File: src/jdc_pkg.sv
// Shared types, constants and the axis scaling function for the joystick conditioner.
`default_nettype none

package jdc_pkg;

    // Sample field widths
    localparam int ADC_BITS  = 10;
    localparam int TIME_BITS = 32;

    // Configuration port widths
    localparam int CFG_INDEX_BITS = 8;
    localparam int CFG_DATA_BITS  = 16;

    localparam int DZ_BITS    = 7;
    localparam int PULSE_BITS = 16;

    // Register indexes
    localparam logic [CFG_INDEX_BITS-1:0] CFG_DEAD_ZONE = CFG_INDEX_BITS'(0);
    localparam logic [CFG_INDEX_BITS-1:0] CFG_PULSE_LEN = CFG_INDEX_BITS'(1);

    localparam logic [DZ_BITS-1:0]    DEAD_ZONE_RST = DZ_BITS'(10);
    localparam logic [PULSE_BITS-1:0] PULSE_LEN_RST = PULSE_BITS'(50);

    // Full-scale ADC code, one bit wider to hold remainders up to twice its value
    localparam logic [ADC_BITS:0] ADC_MAX = {1'b0, {ADC_BITS{1'b1}}};

    localparam logic signed [8:0] POS_OFFSET = 9'sd100;

    typedef struct packed {
        logic [ADC_BITS-1:0]  x_raw;
        logic [ADC_BITS-1:0]  y_raw;
        logic                 button_level;
        logic [TIME_BITS-1:0] now_ms;
    } sample_t;

    typedef struct packed {
        logic signed [7:0] x_pos;
        logic signed [7:0] y_pos;
        logic              dir_left;
        logic              dir_right;
        logic              dir_up;
        logic              dir_down;
        logic              moving;
        logic              press_pulse;
    } result_t;

    // floor(raw * 200 / ADC_MAX) where ADC_MAX = 2^ADC_BITS - 1.
    // Estimate with a shift, then correct once: the remainder stays below 2*ADC_MAX.
    function automatic logic [7:0] jdc_scale(input logic [ADC_BITS-1:0] raw);
        logic [ADC_BITS+7:0] wide;
        logic [ADC_BITS+7:0] prod;
        logic [7:0]          q_est;
        logic [ADC_BITS:0]   rem;
        wide  = {8'd0, raw};
        prod  = (wide << 7) + (wide << 6) + (wide << 3);
        q_est = prod[ADC_BITS+7:ADC_BITS];
        rem   = {1'b0, prod[ADC_BITS-1:0]} + {{(ADC_BITS-7){1'b0}}, q_est};
        return q_est + {7'd0, (rem >= ADC_MAX)};
    endfunction

endpackage

`default_nettype wire

File: src/jdc_band.sv
// Deadband zeroing and direction flags for one scaled axis.
`default_nettype none

module jdc_band
    import jdc_pkg::*;
(
    input  wire logic signed [8:0]         pos,
    input  wire logic [DZ_BITS-1:0]        dead_zone,
    output logic signed [7:0]              pos_out,
    output logic                           below,
    output logic                           above
);

    logic signed [8:0] dz_pos;
    logic signed [8:0] dz_neg;
    logic              in_band;

    always_comb
    begin
        dz_pos  = $signed({2'b00, dead_zone});
        dz_neg  = -dz_pos;
        in_band = (pos > dz_neg) && (pos < dz_pos);
        pos_out = in_band ? 8'sd0 : pos[7:0];
        below   = pos < dz_neg;
        above   = pos > dz_pos;
    end

endmodule

`default_nettype wire

File: src/jdc_button.sv
// Button arm/press state and the timed press pulse.
`default_nettype none

module jdc_button
    import jdc_pkg::*;
(
    input  wire logic                  clk,
    input  wire logic                  rst_n,
    input  wire logic                  advance,
    input  wire logic                  level,
    input  wire logic [TIME_BITS-1:0]  now_ms,
    input  wire logic [PULSE_BITS-1:0] pulse_length_ms,
    output logic                       press_pulse
);

    logic                 active_reg, active_next;
    logic                 armed_reg, armed_next;
    logic [TIME_BITS-1:0] start_reg, start_next;
    logic [TIME_BITS-1:0] elapsed;
    logic                 active_kept;

    always_comb
    begin
        elapsed     = now_ms - start_reg;
        active_kept = active_reg &&
                      !(elapsed > {{(TIME_BITS-PULSE_BITS){1'b0}}, pulse_length_ms});
        active_next = active_kept;
        armed_next  = armed_reg;
        start_next  = start_reg;
        if (level)
        begin
            armed_next = 1'b1;
        end
        else if (armed_reg)
        begin
            // start a new pulse and disarm until the level goes high again
            active_next = 1'b1;
            armed_next  = 1'b0;
            start_next  = now_ms;
        end
        press_pulse = active_next;
    end

    always_ff @(posedge clk or negedge rst_n)
    begin
        if (!rst_n)
        begin
            active_reg <= 1'b0;
            armed_reg  <= 1'b1;
            start_reg  <= '0;
        end
        else if (advance)
        begin
            active_reg <= active_next;
            armed_reg  <= armed_next;
            start_reg  <= start_next;
        end
    end

endmodule

`default_nettype wire

File: src/joystick_deadband_conditioner.sv
// Top level of the joystick deadband conditioner: sample and result registers, config.
//
// Usage:
//   sample channel: sample_valid / sample_stall / sample (x_raw, y_raw, button_level,
//   now_ms). A beat moves on a rising edge with valid high and stall low.
//   result channel: result_valid / result_stall / result (positions, direction flags,
//   moving, press_pulse). One result beat for every sample beat, in order.
//   config channel: cfg_valid / cfg_ready / cfg_index / cfg_data. cfg_ready is always
//   high. Index 0 writes dead_zone (low 7 bits), index 1 writes pulse_length_ms
//   (low 16 bits); other indexes are dropped. Write only while the block is idle.
// Timing:
//   The sample register takes the beat, then the result register loads it through the
//   scaling, deadband and button logic. Throughput: one sample per cycle unless stalled;
//   the scaling is a constant multiply with one correcting compare, so nothing iterates.
// Reset:
//   rst_n clears both valid flags, loads dead_zone = 10 and pulse_length_ms = 50,
//   and leaves the button armed with no pulse active.
// Stall:
//   While result_stall holds the result, the sample register still takes one more
//   beat; sample_stall rises only when both registers are full and the output stalls.
`default_nettype none

module joystick_deadband_conditioner
    import jdc_pkg::*;
(
    input  wire logic                      clk,
    input  wire logic                      rst_n,

    input  wire logic                      sample_valid,
    output logic                           sample_stall,
    input  wire sample_t                   sample,

    output logic                           result_valid,
    input  wire logic                      result_stall,
    output result_t                        result,

    input  wire logic                      cfg_valid,
    output logic                           cfg_ready,
    input  wire logic [CFG_INDEX_BITS-1:0] cfg_index,
    input  wire logic [CFG_DATA_BITS-1:0]  cfg_data
);

    // Configuration registers
    logic [DZ_BITS-1:0]    dead_zone_reg;
    logic [PULSE_BITS-1:0] pulse_len_reg;

    // Sample stage
    logic    smp_valid_reg, smp_valid_next;
    sample_t smp_reg;

    // Result stage
    logic    res_valid_reg, res_valid_next;
    result_t res_reg, res_next;

    logic out_load;
    logic advance;
    logic take;

    logic [7:0]        x_scaled, y_scaled;
    logic signed [8:0] x_pos_w, y_pos_w;
    logic signed [7:0] x_band, y_band;
    logic              left, right, up, down;
    logic              pulse;

    assign cfg_ready = 1'b1;

    always_ff @(posedge clk or negedge rst_n)
    begin
        if (!rst_n)
        begin
            dead_zone_reg <= DEAD_ZONE_RST;
            pulse_len_reg <= PULSE_LEN_RST;
        end
        else if (cfg_valid)
        begin
            case (cfg_index)
                CFG_DEAD_ZONE: dead_zone_reg <= cfg_data[DZ_BITS-1:0];
                CFG_PULSE_LEN: pulse_len_reg <= cfg_data[PULSE_BITS-1:0];
                default: ;
            endcase
        end
    end

    // Handshake: result register loads when empty or drained this cycle
    always_comb
    begin
        out_load       = !res_valid_reg || !result_stall;
        advance        = smp_valid_reg && out_load;
        sample_stall   = smp_valid_reg && !out_load;
        take           = sample_valid && !sample_stall;
        smp_valid_next = take || (smp_valid_reg && !advance);
        res_valid_next = out_load ? smp_valid_reg : res_valid_reg;
    end

    // Scale each axis to -100..100; y runs the other way
    always_comb
    begin
        x_scaled = jdc_scale(smp_reg.x_raw);
        y_scaled = jdc_scale(smp_reg.y_raw);
        x_pos_w  = $signed({1'b0, x_scaled}) - POS_OFFSET;
        y_pos_w  = POS_OFFSET - $signed({1'b0, y_scaled});
    end

    jdc_band u_band_x (
        .pos       (x_pos_w),
        .dead_zone (dead_zone_reg),
        .pos_out   (x_band),
        .below     (left),
        .above     (right)
    );

    jdc_band u_band_y (
        .pos       (y_pos_w),
        .dead_zone (dead_zone_reg),
        .pos_out   (y_band),
        .below     (up),
        .above     (down)
    );

    // Button state steps once per sample, as the sample leaves for the result register
    jdc_button u_button (
        .clk             (clk),
        .rst_n           (rst_n),
        .advance         (advance),
        .level           (smp_reg.button_level),
        .now_ms          (smp_reg.now_ms),
        .pulse_length_ms (pulse_len_reg),
        .press_pulse     (pulse)
    );

    always_comb
    begin
        res_next.x_pos       = x_band;
        res_next.y_pos       = y_band;
        res_next.dir_left    = left;
        res_next.dir_right   = right;
        res_next.dir_up      = up;
        res_next.dir_down    = down;
        res_next.moving      = left || right || up || down;
        res_next.press_pulse = pulse;
    end

    always_ff @(posedge clk or negedge rst_n)
    begin
        if (!rst_n)
        begin
            smp_valid_reg <= 1'b0;
            res_valid_reg <= 1'b0;
        end
        else
        begin
            smp_valid_reg <= smp_valid_next;
            res_valid_reg <= res_valid_next;
        end
    end

    // Payload registers: hold unless a beat moves in
    always_ff @(posedge clk)
    begin
        if (take)
        begin
            smp_reg <= sample;
        end
        if (advance)
        begin
            res_reg <= res_next;
        end
    end

    assign result_valid = res_valid_reg;
    assign result       = res_reg;

endmodule

`default_nettype wire

File: config.mk
export PLATFORM = sky130hd
export DESIGN_NAME = joystick_deadband_conditioner
export DESIGN_NICKNAME = d
export VERILOG_FILES = /design/src/jdc_pkg.sv /design/src/jdc_band.sv /design/src/jdc_button.sv /design/src/joystick_deadband_conditioner.sv
export SDC_FILE = /design/constraint.sdc
export NUM_CORES = 1
export LEC_CHECK = 0
export BUFFER_PORTS_ARGS = -buffer_cell sky130_fd_sc_hd__buf_2
export CAP_MARGIN = 10
export CORE_MARGIN = 4
export CORE_UTILIZATION = 40
export CTS_CLUSTER_DIAMETER = 30
export CTS_CLUSTER_SIZE = 16
export DETAILED_ROUTE_END_ITERATION = 8
export MAX_ROUTING_LAYER = met4
export PLACE_DENSITY = 0.65
export SETUP_SLACK_MARGIN = 0.2
export SYNTH_ARGS = -nofsm -noshare
export SYNTH_HDL_FRONTEND = slang
export SYNTH_SLANG_ARGS = --single-unit
export TNS_END_PERCENT = 5
File: constraint.sdc
create_clock -name clk -period 9.3 [get_ports clk]
set_clock_uncertainty 0.05 [all_clocks]
set_input_delay 1.86 -clock clk [delete_from_list [all_inputs] [get_ports clk]]
set_output_delay 1.86 -clock clk [all_outputs]
set_load 0.05 [all_outputs]
==> results.yml, run 1 <==
synthesis:
  synth.distinct_cells: 87
  yosysSeqAreaShare_pct: 37.0
  syn-num-nets: 1200
  postSynthCellCount: 981
  synthTopCellsByCount: "ha_1, inv_1, edfxtp_1"
  synthArstFlopShare_pct: 44.0
  synth_area_um2: 10100
  ys_warn_count: 0
  yosysMostFrequentCell: "ha_1"
  synthTopCellsByArea: "edfxtp_1, ha_1, dfrtp_1"
  synth_top_area_share_pct: 22.3
  synth_largest_area_cell: "edfxtp_1"
  synth_ff_type: "edfxtp_1"
  synth-edff-count: 75
  avgSynthCellArea_um2: 10.3
  ys_ff_latch: 134
global_route:
  grt_use_total_pct: 16.6
  grt_pass1_vias: 7442
  antenna_found_initial: 1
  grt_pass1_wl_mm: 37.0
  grt_max_degree: 60
  overflow: 0
sta:
  hold_viol: 0
  hold_ws_ps: 446
  final_max_slew_viol_count: 0
  rsz0062_at_grt: "false"
  setup_tns_ps: 0
  fmax_mhz: 130
  setup_slack_ps: 1580
  setup_viol: 0
  fin_crit_sh_pct: 83.0
  worst_pin_slew_ps: 970
  period_needed_ps: 7720
  timing.max_slew.rel_slack_pct: 35.2
layout:
  largest_register_ffs: 53
  syn_to_final_growth_pct: 14.4
  final_area_um2: 11500
  final_util_pct: 47.0
  drive_gt1_share_pct: 20.0
  final_cells: 1424
  seq_area_um2: 3740
  fin_nets: 1305
  multi_input_area_um2: 5930
  nFillCells: 2349
power_and_ir_drop:
  ir_drop_uv: 104
  power_mw: 3.28
  p_leak_nw: 5.07
  power.density_nw_per_um2: 284
critical_path:
  cp-end-kind: "flip-flop"
  worst_setup_path_start_kind: "flip-flop"
  slowest_stage: "fa_1"
  path_max_fanout: 8
  crit_top_cell: "ha_1"
  critical_path_required_ps: 9410
  cp_slowest_stage_delay_ps: 490
  worst-setup-path-type: "reg -> reg"
  arrival_ps: 7830
placed_design:
  placed_cell_area_um2: 10900
  portBuffers: 105
  routabilityCongestion: 0.866
  hpwl_mm: 17.3
  dp_slack_ps: 1570
  placedCellCount: 1391
die:
  rows: 57
  initial_core_util_pct: 41.1
  chipWidth_um: 167
  ios: 107
  chipHeight_um: 167
  die_area_um2: 27800
  coreArea_um2: 24500
route:
  wl_per_cell_um: 15.7
  drt-total-wl_mm: 22.3
  ant_nets: 0
  first_pass_iters: 5
  viasPerCell: 5.35
  num_vias: 7619
  drt-initial-drc-count: 392
  drc: 0
run_status:
  status: "completed"
clocking:
  htree_num_levels: 4
  cts_tree: "yes"
  cts.clk_slew.worst_paths_ps: 70
  cts_setup_buffers: 0
  cts_root_buf: "clkbuf_16"
  cts_buffers: 17
  cts_buffer_depth: 2
  clkSinkCount: 134
  clock_latency_ps: 430
  cts_resized: 0
  ctsHoldBuffers: 0
hold_path:
  hold_path.class: "reg -> reg"
flow_run:
  maxCapViolCount: 0
==> power breakdown <==
| group | total, mW | switching, mW | leakage (nW) | internal [mW] |
|---|---|---|---|---|
| clock | 0.689 | 0.287 | 0.289 | 0.402 |
| sequential | 0.821 | 0.0571 | 1.43 | 0.764 |
| combinational | 1.77 | 1.03 | 3.35 | 0.734 |
==> final timing paths <==
kind / startpoint / to / slack, ps / cells past startpoint
worst max-delay path: smp_reg[34] / result[7] / 1580 / 29
max in group asynchronous: rst_n / dead_zone_reg[2] / 7150 / 2
worst max register to register: smp_reg[34] / result[7] / 1580 / 29
min in group asynchronous: rst_n / u_button.start_reg[3] / 1550 / 2
worst min-delay path: smp_valid_reg / result_valid / 450 / 1
worst min register to register: smp_valid_reg / result_valid / 450 / 1
==> logic make-up (layout without fill, tap and decap cells) <==
group / count (synthesis) / after routing / synth area share (%)
xor+xnor: 55 / 55 / 4.96
mux: 51 / 51 / 5.64
flops: 134 / 134 / 37.0
other cells: 1 / 2 / 0.0372
buf+inv: 109 / 227 / 4.18
fa+ha+maj: 137 / 137 / 18.3
compound gates: 251 / 251 / 16.9
simple gates: 243 / 243 / 12.9
==> final cells by class <==
class	count	share of cell area, %
clock buffer	18	3.72
timing repair buffer	108	4.75
antenna	1	0.0217
tap	324	3.51
inverter	87	2.83
multi-input combinational	738	51.4
clock inverter	14	1.41
sequential	134	32.4
==> layer usage <==
layer / track usage, % / vias up / part of all wire [%]
li1: - / 3827 / -
met1: 23.5 / 3645 / 51
met2: 24.7 / 125 / 44
met3: 2.65 / 22 / 3.4
met4: 4.52 / 0 / 1.2
met5: - / - / 0
==> placed cells by master, fill, tap and decap left out, types with 13 or more instances in the layout <==
cell         n
nor2_1      52
ha_1       120
nand3_1     14
xor2_1      13
dfrtp_1     53
fa_1        17
o21a_1      19
nand4_1     13
clkbuf_16   17
nor3_1      21
o21ai_0     46
a21oi_1     64
xnor2_1     41
mux2_2      47
nor2b_1     22
nand2b_1    13
buf_2      105
a21o_1      24
edfxtp_1    75
inv_1       86
nand2_1     50
==> critical path: cells and delay by family, from the launching register on <==
kind,cells,cell delay [ps]
simple gates,7,1570
xor+xnor,3,540
flops,1,480
buf+inv,2,200
fa+ha+maj,7,2080
compound gates,10,2550
Note: power is estimated with default switching activity, not from simulation.
==> run 2, diff against run 1 <==
--- a/config.mk
+++ b/config.mk
@@ -13,7 +13,7 @@
 export CTS_CLUSTER_SIZE = 16
 export DETAILED_ROUTE_END_ITERATION = 8
 export MAX_ROUTING_LAYER = met4
-export PLACE_DENSITY = 0.65
+export PLACE_DENSITY = 0.67
 export SETUP_SLACK_MARGIN = 0.2
 export SYNTH_ARGS = -nofsm -noshare
 export SYNTH_HDL_FRONTEND = slang
==> constraint.sdc (replaced) <==
create_clock -name clk -period 6.8 [get_ports clk]
set_clock_uncertainty 0.05 [all_clocks]
set_input_delay 1.36 -clock clk [delete_from_list [all_inputs] [get_ports clk]]
set_output_delay 1.36 -clock clk [all_outputs]
set_load 0.05 [all_outputs]
==> run 2 against run 1 <==
Effect of this change:
- utilization increased by 4.9 points
- the flow now finishes with violations (setup timing)
- combinational power up 63%
- via count is 6.1% higher
- highest routed layer unchanged
- largest cell class unchanged
==> results.yml, run 2 (synthesized netlist as in run 1, its figures left out) <==
run_status:
  status: "complete, but fails checks"
  violations: "setup timing"
route:
  drt-total-wl_mm: 23.7
  wl_per_cell_um: 15.5
  drt-initial-drc-count: 322
  first_pass_iters: 4
  ant_nets: 0
  num_vias: 8081
  viasPerCell: 5.29
  drc: 0
hold_path:
  min_from: "smp_valid_reg"
  hold_path_end: "result_valid"
  hold_depth: 1
  hold_path.class: "reg -> reg"
clocking:
  cts.clk_slew.worst_paths_ps: 70
  cts_buffer_depth: 2
  htree_num_levels: 4
  cts_root_buf: "clkbuf_16"
  clock_latency_ps: 420
  cts_tree: "yes"
  clkSinkCount: 134
  cts_buffers: 17
  ctsHoldBuffers: 0
critical_path:
  reg2reg_depth: 32
  cp_slowest_stage_delay_ps: 570
  path_max_fanout: 3
  worst-setup-path-type: "reg -> reg"
  worst_setup_path_start_kind: "flip-flop"
  crit_family: "compound AO/OA/AOI/OAI gates"
  r2r_slack_ps: -60
  r2r_end: "result[1]"
  critical_path_required_ps: 6910
  slowest_stage: "fa_2"
  cp-end-kind: "flip-flop"
  arrival_ps: 6970
  crit_top_cell: "nor2_1"
  crit_buf_inv: 3
  rr_startpoint: "smp_reg[38]"
die:
  chipHeight_um: 167
  rows: 57
  initial_core_util_pct: 41.1
  die_area_um2: 27800
  coreArea_um2: 24500
  ios: 107
  chipWidth_um: 167
sta:
  setup_viol: 1
  hold_ws_ps: 453
  final_max_slew_viol_count: 0
  worst_pin_slew_ps: 987
  period_needed_ps: 6860
  setup_slack_ps: -62.4
  fin_crit_sh_pct: 101
  timing.max_slew.rel_slack_pct: 34.1
  hold_viol: 0
  fmax_mhz: 146
  setup_tns_ps: -62.4
  rsz0062_at_grt: "true"
placed_design:
  placedCellCount: 1480
  routabilityCongestion: 0.878
  portBuffers: 105
  hpwl_mm: 18.1
  placed_cell_area_um2: 11700
layout:
  fin_nets: 1409
  syn_to_final_growth_pct: 26.4
  final_common_cell: "buf_4"
  final_cell_mix: "buf_4, buf_2, ha_1"
  multi_input_area_um2: 6320
  final_area_um2: 12800
  largest_register_ffs: 53
  seq_area_um2: 3740
  final_cells: 1529
  drive_gt1_share_pct: 32.1
  nFillCells: 2252
power_and_ir_drop:
  power.density_nw_per_um2: 391
  p_leak_nw: 5.63
  ir_drop_uv: 175
global_route:
  grt_pass1_wl_mm: 39.3
  grt_pass1_vias: 8176
  grt_use_total_pct: 17.4
  overflow: 0
  antenna_found_initial: 2
  grt_max_degree: 60
flow_run:
  maxCapViolCount: 0
-- run 2: worst reg2reg max path, delay by kind of cell (launching register included) --
kind	cells	cell delay, ps
buf+inv	3	370
fa+ha+maj	6	1830
simple gates	10	1560
compound gates	10	1840
xor+xnor	3	540
flops	1	410
-- run 2: routing by layer --
metal  track usage [%]  share of wire (%)
met1              22.9                 47
met3              3.46                4.0
met4              4.77                1.5
met2              27.8                 48
met5                 -                  0
-- run 2: how the worst max path moves through the flow --
stage,cells past startpoint,start,slack (ps),to
global placement,29,smp_reg[34],-40,result[1]
finish,32,smp_reg[38],-60,result[1]
detailed placement,27,smp_reg[34],-260,result[1]
floorplan,30,smp_reg[34],170,result[1]
global route,29,smp_reg[48],-480,result[1]
CTS,32,smp_reg[35],-70,result[1]
-- run 2: metrics by stage --
| stage | setup slack [ps] | util [%] | power, mW |
|---|---|---|---|
| 6_report | -62.4 | 52.0 | 4.99 |
| 2_1_floorplan | 173 | - | 3.04 |
| 4_1_cts | -72.8 | 50.8 | 4.89 |
| 3_3_place_gp | -44.1 | 47.7 | 3.77 |
| 3_5_place_dp | -259 | 47.7 | 3.83 |
| 5_1_grt | -481 | 52.0 | 5.39 |
-- run 2: area by class of cell --
| cell class | instances | area share (%) |
|---|---|---|
| Multi-Input combinational cell | 738 | 49.6 |
| Sequential cell | 134 | 29.3 |
| Timing Repair Buffer | 212 | 10.4 |
| Clock buffer | 18 | 3.53 |
| Tap cell | 324 | 3.18 |
| Inverter | 87 | 2.56 |
| Clock inverter | 14 | 1.37 |
| Antenna cell | 2 | 0.0392 |
-- run 2: power breakdown --
part           internal, mW  switching [mW]
combinational          1.33            1.56
clock                 0.580           0.405
sequential             1.04          0.0708
total                  2.96            2.03
-- run 2: what timing repair did --
item | in CTS | in global routing
resized for setup | 18 | 46
setup buffers | 8 | 7
pin swaps | 15 | 28
cloned | 0 | 0
setup endpoints to repair | 20 | 21
==> run 3, diff against run 2 <==
--- a/config.mk
+++ b/config.mk
@@ -5,6 +5,7 @@
 export SDC_FILE = /design/constraint.sdc
 export NUM_CORES = 1
 export LEC_CHECK = 0
+export ABC_AREA = 1
 export BUFFER_PORTS_ARGS = -buffer_cell sky130_fd_sc_hd__buf_2
 export CAP_MARGIN = 10
 export CORE_MARGIN = 4
==> run 3 against run 2 <==
Effect of this change:
- global-route usage increased by 1.2 points
- largest power group unchanged
- wire length rose by 10%
- the run now ends clean
- sequential share of layout area is 0.41 points higher
- clock power decreased by 5.9%
==> results.yml, run 3 <==
synthesis:
  synth_top_area_share_pct: 21.3
  ys_ff_latch: 134
  syn-num-nets: 1566
  synthTopCellsByArea: "edfxtp_1, ha_1, dfrtp_1"
  synth_largest_area_cell: "edfxtp_1"
  synthTopCellsByCount: "nand2_1, inv_1, ha_1"
  synthArstFlopShare_pct: 44.0
  synth_ff_type: "edfxtp_1"
  ys_warn_count: 0
  synth_area_um2: 10600
  avgSynthCellArea_um2: 7.84
  synth.distinct_cells: 48
  postSynthCellCount: 1347
  yosysSeqAreaShare_pct: 35.4
  synth-edff-count: 75
  yosysMostFrequentCell: "nand2_1"
clocking:
  cts.clk_slew.worst_paths_ps: 70
  cts_buffer_depth: 2
  cts_tree: "yes"
  cts_buffers: 17
  cts_root_buf: "clkbuf_16"
  htree_num_levels: 4
  clkSinkCount: 134
  clock_latency_ps: 430
global_route:
  grt_use_total_pct: 18.6
  grt_use_met2_pct: 29.0
  grt_use_met1_pct: 25.6
  overflow: 0
  met3_usage_pct: 2.35
  busiest_layer: "met2"
  grt_pass1_wl_mm: 43.1
  antenna_found_initial: 0
  grt_pass1_vias: 8961
  grt_max_degree: 64
sta:
  worst_pin_slew_ps: 1040
  timing.max_slew.rel_slack_pct: 30.7
  final_max_slew_viol_count: 0
  setup_tns_ps: 0
  hold_viol: 0
  period_needed_ps: 6530
  setup_viol: 0
  fmax_mhz: 153
  rsz0062_at_grt: "true"
  fin_crit_sh_pct: 96.0
critical_path:
  cp_slowest_stage_delay_ps: 500
  crit_top_cell: "ha_4"
  arrival_ps: 6650
  cp-end-kind: "flip-flop"
  rr_startpoint: "smp_reg[37]"
  path_max_fanout: 4
  crit_family: "adder cells"
  slowest_stage: "fa_1"
  crit_buf_inv: 6
  worst-setup-path-type: "reg -> reg"
  critical_path_required_ps: 6920
  worst_setup_path_start_kind: "flip-flop"
  crit_start: "smp_reg[37]"
placed_design:
  placedCellCount: 1782
  portBuffers: 105
  hpwl_mm: 20.6
  routabilityCongestion: 0.923
die:
  initial_core_util_pct: 40.6
  die_area_um2: 29100
  chipWidth_um: 170
  ios: 107
  rows: 59
  coreArea_um2: 26000
  chipHeight_um: 170
power_and_ir_drop:
  p_seq_share_pct: 21.7
  internal_power_mw: 2.80
  p_comb_share_pct: 60.7
  power.density_nw_per_um2: 420
  power_mw: 5.28
  ir_drop_uv: 163
  pwr-share-clk_pct: 17.6
  sw_frac_of_total_pct: 46.9
  p_sw_mw: 2.48
  p_leak_nw: 6.13
layout:
  drive_gt1_share_pct: 19.6
  syn_to_final_growth_pct: 19.1
  fin_nets: 1708
  antenna_cells: 0
  final_cells: 1837
  nFillCells: 2559
  final_cell_mix: "nand2_1, inv_1, ha_1, buf_2, nor2_1"
  largest_register_ffs: 53
  final_common_cell: "nand2_1"
hold_path:
  hold_path.class: "reg -> reg"
  min_from: "smp_valid_reg"
route:
  drt-total-wl_mm: 26.2
  first_pass_iters: 6
  viasPerCell: 4.98
  drt-initial-drc-count: 538
  wl_per_cell_um: 14.2
  num_vias: 9154
  drc: 0
  ant_nets: 0
flow_run:
  maxCapViolCount: 0
run_status:
  status: "completed"
run 3: cells by family after synthesis:
logic type	after synthesis	synth area share (%)
mux	1	0.107
xor+xnor	33	2.81
other cells	1	0.0355
fa+ha+maj	137	17.4
compound gates	185	9.88
simple gates	618	25.9
buf+inv	238	8.50
flops	134	35.4
run 3: per-layer routing:
metal | part of all wire [%] | routed length [um]
met1 | 49 | 12900
met2 | 45 | 11900
met3 | 3.4 | 895
met4 | 2.0 | 529
met5 | 0 | 0
run 3: what timing repair did:
item | in CTS | in global routing
gates resized for setup | 3 | 69
endpoints found under the setup margin | 16 | 21
endpoints found under the hold margin | 0 | 0
buffers inserted | 7 | 16
hold buffers | 0 | 0
pin swaps | 1 | 35
run 3: metrics by stage:
stage	hold WS (ps)	util [%]	cell area, um2	setup WS [ps]
2_1_floorplan	384	-	10600	474
3_3_place_gp	407	44.3	11500	164
3_5_place_dp	428	44.3	11500	-58.8
4_1_cts	442	46.8	12200	199
5_1_grt	469	48.4	12600	-65.4
6_report	431	48.4	12600	274
run 3: area by class of cell:
class                      instances  area [um2]  share of cell area (%)
timing repair buffer             135         771                    6.13
sequential                       134        3740                    29.7
inverter                         226         853                    6.78
tap                              335         419                    3.33
clock inverter                    13         148                    1.17
multi-input combinational        975        6220                    49.4
clock buffer                      19         433                    3.44
run 3: tightest hold or removal path: cells and delay by family (launching register included):
family	cells	cell delay, ps
buf+inv	1	60
simple gates	1	60
flops	1	320
run 3: worst paths after layout:
path | end | cells past startpoint | slack, ps
max in group asynchronous | u_button.start_reg[15] | 2 | 5140
min in group asynchronous | pulse_len_reg[11] | 2 | 1050
setup / recovery | result[6] | 38 | 270
hold reg to reg | result_valid | 2 | 430
setup reg to reg | result[6] | 38 | 270
hold / removal | result_valid | 2 | 430
run 3: power groups by stage:
stage / Sequential [mW] / Clock (mW) / Combinational, mW
after CTS: 1.15 / 0.946 / 2.98
after floorplan: 1.32 / 0 / 2.09
after global routing: 1.16 / 0.986 / 3.64
after global placement: 1.16 / 0 / 2.87
after detailed placement: 1.17 / 0 / 2.94
final: 1.15 / 0.927 / 3.21
